<file path="src/design/ckc_pkg.sv">
// Shared types, constants and helper functions of the canonical k-mer counter.
package ckc_pkg;

  localparam int unsigned CODE_BITS     = 30;
  localparam int unsigned UNIT_BASES    = CODE_BITS / 2;
  localparam int unsigned ADDR_BITS     = 24;
  localparam int unsigned IDX_BITS      = 16;
  localparam int unsigned CFG_IDX_BITS  = 3;
  localparam int unsigned CFG_DATA_BITS = 32;
  localparam int unsigned QUEUE_DEPTH   = 4;
  localparam int unsigned QUEUE_PW      = 2;

  localparam logic [3:0] RUN_MAX = 4'd15;

  // register indexes
  localparam logic [CFG_IDX_BITS-1:0] CFG_KMER_LEN      = 3'd0;
  localparam logic [CFG_IDX_BITS-1:0] CFG_PREFIX_LEN    = 3'd1;
  localparam logic [CFG_IDX_BITS-1:0] CFG_PREFIX_VALUE  = 3'd2;
  localparam logic [CFG_IDX_BITS-1:0] CFG_COUNT_FLOOR   = 3'd3;
  localparam logic [CFG_IDX_BITS-1:0] CFG_COUNT_CLAMP   = 3'd4;
  localparam logic [CFG_IDX_BITS-1:0] CFG_REPORT_ENABLE = 3'd5;

  // command codes
  localparam logic [1:0] CMD_BASE  = 2'd0;
  localparam logic [1:0] CMD_DRAIN = 2'd1;
  localparam logic [1:0] CMD_BIN   = 2'd2;
  localparam logic [1:0] CMD_CLEAR = 2'd3;

  // lower-case ASCII letters; bit 5 folds upper case onto them
  localparam logic [7:0] CH_CASE_BIT = 8'h20;
  localparam logic [7:0] CH_A        = 8'h61;
  localparam logic [7:0] CH_C        = 8'h63;
  localparam logic [7:0] CH_G        = 8'h67;
  localparam logic [7:0] CH_T        = 8'h74;

  typedef enum logic [1:0] {
    OP_COUNT,
    OP_DRAIN,
    OP_BIN,
    OP_CLEAR
  } op_t;

  typedef struct packed {
    op_t                  op;
    logic                 two;   // add two instead of one
    logic [ADDR_BITS-1:0] addr;  // table entry or histogram bin
    logic [CODE_BITS-1:0] code;  // full unit code of a drained entry
  } op_entry_t;

  typedef struct packed {
    logic [3:0]           kmer_len;
    logic [3:0]           prefix_len;
    logic [CODE_BITS-1:0] prefix_value;
    logic [31:0]          count_floor;
    logic [9:0]           count_clamp;
    logic                 report_enable;
  } cfg_t;

  typedef enum logic [2:0] {
    B_CLR_TAB,
    B_CLR_HIST,
    B_IDLE,
    B_CNT,
    B_DRN,
    B_DRN_HIST,
    B_BIN,
    B_OUT
  } b_state_t;

  // ones in the low 2*bases bits
  function automatic logic [CODE_BITS-1:0] low_mask(input logic [3:0] bases);
    low_mask = ~({CODE_BITS{1'b1}} << {bases, 1'b0});
  endfunction

  // reverse complement of the low 'bases' bases (bits above must be zero)
  function automatic logic [CODE_BITS-1:0] revcomp(input logic [CODE_BITS-1:0] code,
                                                   input logic [3:0] bases);
    logic [CODE_BITS-1:0] full;
    logic [3:0]           gap;
    for (int i = 0; i < UNIT_BASES; i++) begin
      full[2*(UNIT_BASES-1-i) +: 2] = ~code[2*i +: 2];
    end
    gap     = 4'(UNIT_BASES) - bases;
    revcomp = full >> {gap, 1'b0};
  endfunction

  // {valid, 2-bit base code}
  function automatic logic [2:0] base_decode(input logic [7:0] ch);
    logic [7:0] lc;
    lc = ch | CH_CASE_BIT;
    unique case (lc)
      CH_A:    base_decode = 3'b100;
      CH_C:    base_decode = 3'b101;
      CH_G:    base_decode = 3'b110;
      CH_T:    base_decode = 3'b111;
      default: base_decode = 3'b000;
    endcase
  endfunction

endpackage

</file>
<file path="src/design/ckc_queue.sv">
// Short operation queue between the classifying front and the table back end.
module ckc_queue (
  input  logic                clk,
  input  logic                rst,
  input  logic                push,
  input  ckc_pkg::op_entry_t  push_data,
  output logic                full,
  input  logic                pop,
  output logic                valid,
  output ckc_pkg::op_entry_t  head
);

  ckc_pkg::op_entry_t             slots [ckc_pkg::QUEUE_DEPTH];
  logic [ckc_pkg::QUEUE_PW:0]     fill;
  logic [ckc_pkg::QUEUE_PW-1:0]   wr_ptr;
  logic [ckc_pkg::QUEUE_PW-1:0]   rd_ptr;

  assign valid = fill != '0;
  assign full  = 32'(fill) == ckc_pkg::QUEUE_DEPTH;
  assign head  = slots[rd_ptr];

  always_ff @(posedge clk) begin
    if (rst) begin
      fill   <= '0;
      wr_ptr <= '0;
      rd_ptr <= '0;
    end else begin
      if (push) wr_ptr <= wr_ptr + 1'b1;
      if (pop)  rd_ptr <= rd_ptr + 1'b1;
      if (push && !pop)      fill <= fill + 1'b1;
      else if (pop && !push) fill <= fill - 1'b1;
    end
  end

  always_ff @(posedge clk) begin
    if (push) slots[wr_ptr] <= push_data;
  end

  a_no_overflow: assert property (@(posedge clk) disable iff (rst) full |-> !push || pop)
    else $error("queue written while full");

endmodule

</file>
<file path="config.mk">
export PLATFORM = sky130hd
export DESIGN_NAME = ckc_queue
export DESIGN_NICKNAME = d
export VERILOG_FILES = /design/src/design/ckc_pkg.sv /design/src/design/ckc_queue.sv
export SDC_FILE = /design/constraint.sdc
export NUM_CORES = 1
export LEC_CHECK = 0
export ABC_AREA = 1
export BUFFER_PORTS_ARGS = -buffer_cell sky130_fd_sc_hd__buf_2
export CAP_MARGIN = 20
export CORE_AREA = 2 2 132 134
export CTS_BUF_LIST = sky130_fd_sc_hd__clkbuf_4 sky130_fd_sc_hd__clkbuf_8
export DETAILED_ROUTE_END_ITERATION = 8
export DIE_AREA = 0 0 134 136
export PLACE_DENSITY = 0.83
export SLEW_MARGIN = 40
export SYNTH_ARGS = -nofsm -noshare
export SYNTH_HDL_FRONTEND = slang
export SYNTH_SLANG_ARGS = --single-unit
</file>
<file path="constraint.sdc">
create_clock -name clk -period 2.07 [get_ports clk]
set_clock_uncertainty 0.05 [all_clocks]
set_input_delay 0.207 -clock clk [delete_from_list [all_inputs] [get_ports clk]]
set_output_delay 0.207 -clock clk [all_outputs]
set_load 0.005 [all_outputs]
</file>
==> metrics.log <==
[metrics] Max-slew headroom: 0.7098
[metrics] Seq/Total Area, Yosys: 0.7924
[metrics] drt first pass iters: 4
[metrics] via count normalized by instance count: 5.448
[metrics] wire length of the first global-routing pass: 29.68 mm
[metrics] maximum fanout count along the critical path: 37
[metrics] Tot GR Track Use: 0.2097
[metrics] relative contribution of combinational cells to total power: 0.103
[metrics] final antenna-violating net count: 0
[metrics] Syn Area/Cell: 14.54 um2
[metrics] post-synthesis sequential element count: 237
[metrics] layout cell share with drive strength beyond 1: 0.2410
[metrics] arrival time worst endpoint: 1740 ps
[metrics] category of cells accounting for the largest share of critical-path delay: buffers and inverters
[metrics] max-cap violations: 0
[metrics] DRT iter0 DRCs: 551
[metrics] pwr dens: 913.7 mW/mm2
[metrics] count of inserted antenna diode cells: 0
[metrics] die area: 0.01822 mm2
[metrics] area growth from synthesis to layout: 25.88%
[metrics] number of global-route vias before repair: 5,826
[metrics] net switching component of the power: 0.002379 W
[metrics] slowest stage cell on the critical path: dfxtp_4
[metrics] worst hold path type: input port to register
[metrics] type of element capturing the critical path: primary output
[metrics] CTS Sinks: 237
[metrics] I/O pin count: 120
[metrics] area of the mapped netlist: 0.008867 mm2
[metrics] clock root cell: clkbuf_8
[metrics] Via Count: 5,769
[metrics] clock-pin slew on the worst setup and hold paths: 60 ps
[metrics] Placement Rows: 48
[metrics] critical path type: register to primary output
[metrics] buffers inserted by post-CTS timing repair: 0
[metrics] run status: finished clean
[metrics] Finished Cell Area: 0.01116 mm2
[metrics] Setup violations, final: 0
[metrics] y dimension of the die: 136 um
[metrics] maximum level of the CTS H-tree: 2
[metrics] area inside the core boundary: 0.01688 mm2
[metrics] Max Root-Sink Buffers: 3
[metrics] final total power: 0.01020 W
[metrics] standby leakage power: 3.989 nW
[metrics] drt total wl: 19.35 mm
[metrics] crit-path max cell delay: 390 ps
[metrics] setup repair after global routing missed its margin: true
[metrics] clock latency on the worst-skew pair: 510 ps
[metrics] distinct cell type count after synthesis: 20
[metrics] proportion of power drawn by the clock network: 0.354
[metrics] placer congestion estimate: 0.7432
[metrics] number of buffers added by the clock tree synthesis step: 37
[metrics] drt drc: 0
[metrics] count of buffer and inverter cells on the critical path: 3
[metrics] post-route fraction of the period consumed by the critical path: 0.9658
[metrics] total half-perimeter wirelength after legalization and detailed placement: 10.97 mm
[metrics] YS warnings: 0
[metrics] clock tree from TritonCTS: done
[metrics] critical path required time: 1810 ps
[metrics] number of antenna violations at the first check in global routing: 0
[metrics] slew at the pin with the worst max-slew slack: 434.4 ps
[metrics] cells after synthesis: 610
[metrics] I/O Buffers: 119
[metrics] Max VDD drop: 0.0005114 V
[metrics] starting density of the core: 0.5254
[metrics] upper clock frequency limit: 0.5002 GHz
[metrics] die width: 134 um
[metrics] sw frac: 0.2332
[metrics] number of filler instances in the final layout: 1,152
[metrics] overflow left after global routing: 0
[metrics] post-layout min period: 1999 ps
[metrics] Hold Fails Final Rpt: 0
[metrics] Internal: 0.007820 W
[metrics] Placement Cell Area: 0.009813 mm2
[metrics] syn_nets: 677
[metrics] number of nets in the final layout: 875
[metrics] critical path launch point type: register
[metrics] Sequential Power Share: 0.543
[metrics] final routed wire length divided by cell count: 18.27 um
[metrics] worst path cell trace: clkinv_2 -> clkbuf_16 -> o21ai_0 -> o22ai_1 -> buf_2
[metrics] maximum number of pins on one net before global-route repair: 75
[metrics] max-slew violation total from the final report: 0
[metrics by stage]
stage	TNS (ps)	cells	hold slack, ps	util	setup WS (ps)
after floorplan	0	610	229.4	-	120.3
after global placement	0	934	332.6	0.5815	357.4
after detailed placement	0	934	339.1	0.5815	289.6
after CTS	-4.868	1058	6.037	0.6573	-4.551
after global routing	-25.73	1059	35.18	0.6614	-15.07
final	0	1059	22.24	0.6614	70.86
[flip-flops by register name (all words and copies together) (netlist names), named ones only]
name	cells
slots	228
fill	3
rd_ptr	2
wr_ptr	2
[repair_timing]
item | 4_1_cts | 5_1_grt
hold buffers | 59 | 0
hold endpoints to repair | 230 | 0
resized for setup | 3 | 17
cloned | 0 | 1
endpoints found under the setup margin | 34 | 23
pin swaps | 0 | 0
[worst min-delay path, stage by stage]
cell     delay [ps]
buf_2           130
o21ai_0         110
nor2_1           90
[cell usage in the layout, fill, tap and decap left out, types with 2 or more instances in the layout]
| cell | n |
|---|---|
| o22ai_1 | 55 |
| clkbuf_8 | 37 |
| o21ai_1 | 16 |
| clkbuf_4 | 13 |
| inv_1 | 11 |
| dlygate4sd3_1 | 59 |
| o21ai_0 | 103 |
| nand2_1 | 10 |
| a21oi_1 | 3 |
| buf_2 | 119 |
| clkinv_1 | 10 |
| ha_1 | 5 |
| buf_12 | 12 |
| clkinv_2 | 3 |
| clkinvlp_4 | 7 |
| nor2_1 | 121 |
| dfxtp_1 | 7 |
| o22ai_2 | 2 |
| edfxtp_1 | 228 |
| buf_6 | 3 |
[area by class of cell]
class                      count  area (um2)  share of cell area
sequential                   237        7032              0.6300
multi-input combinational    320        1579              0.1415
inverter                      17       80.08            0.007174
tap                          225       281.5             0.02522
clock inverter                15       70.07            0.006277
timing repair buffer         195        1513              0.1355
clock buffer                  50       606.8             0.05437
[per-layer routing]
layer,vias to the layer above,part of all wire,GRT usage,wire (um)
li1,2686,-,-,-
met1,2805,0.44,0.2840,8422
met2,252,0.48,0.3416,9299
met3,26,0.068,0.04213,1322
met4,0,0.016,0.07624,306
met5,-,0,0,0
[cells in the mapped netlist (all sizes together)]
master / n / area share
nor2: 121 / 0.051
nor3: 1 / 0.00056
nand4: 1 / 0.00071
inv: 17 / 0.0072
ha: 5 / 0.0071
o21ai: 119 / 0.067
nand3: 1 / 0.00056
clkbuf: 17 / 0.0072
o22ai: 57 / 0.040
a21oi: 3 / 0.0017
xor2: 1 / 0.00099
edfxtp: 228 / 0.77
buf: 19 / 0.017
dfxtp: 9 / 0.020
fa: 1 / 0.0023
nand2: 10 / 0.0042
[power groups by stage]
| stage | Clock, W | Sequential [W] | Combinational (W) |
|---|---|---|---|
| after floorplan | 0 | 0.00562 | 0.000483 |
| after global placement | 0 | 0.00562 | 0.000902 |
| after detailed placement | 0 | 0.00563 | 0.000933 |
| after CTS | 0.00364 | 0.00553 | 0.00103 |
| after global routing | 0.00384 | 0.00555 | 0.00116 |
| final | 0.00361 | 0.00554 | 0.00105 |
[kinds of logic after synthesis]
| family | synth area share |
|---|---|
| DFF | 0.7924 |
| buffers and inverters | 0.03090 |
| and+or+nand+nor | 0.05729 |
| adders and majority gates | 0.009313 |
| xor gates and xnor gates | 0.0009879 |
| AOI/OAI and AO/OA | 0.1091 |
[worst paths after layout]
path                   from      endpoint  slack (ps)  cells past startpoint
hold reg to reg   rd_ptr[1]      register         400                      1
setup reg to reg  wr_ptr[0]  slots[2][36]         270                      5
hold / removal          pop      register          20                      3
setup / recovery   register      head[16]          70                      5
No activity file was read; power rests on OpenSTA's default activity.
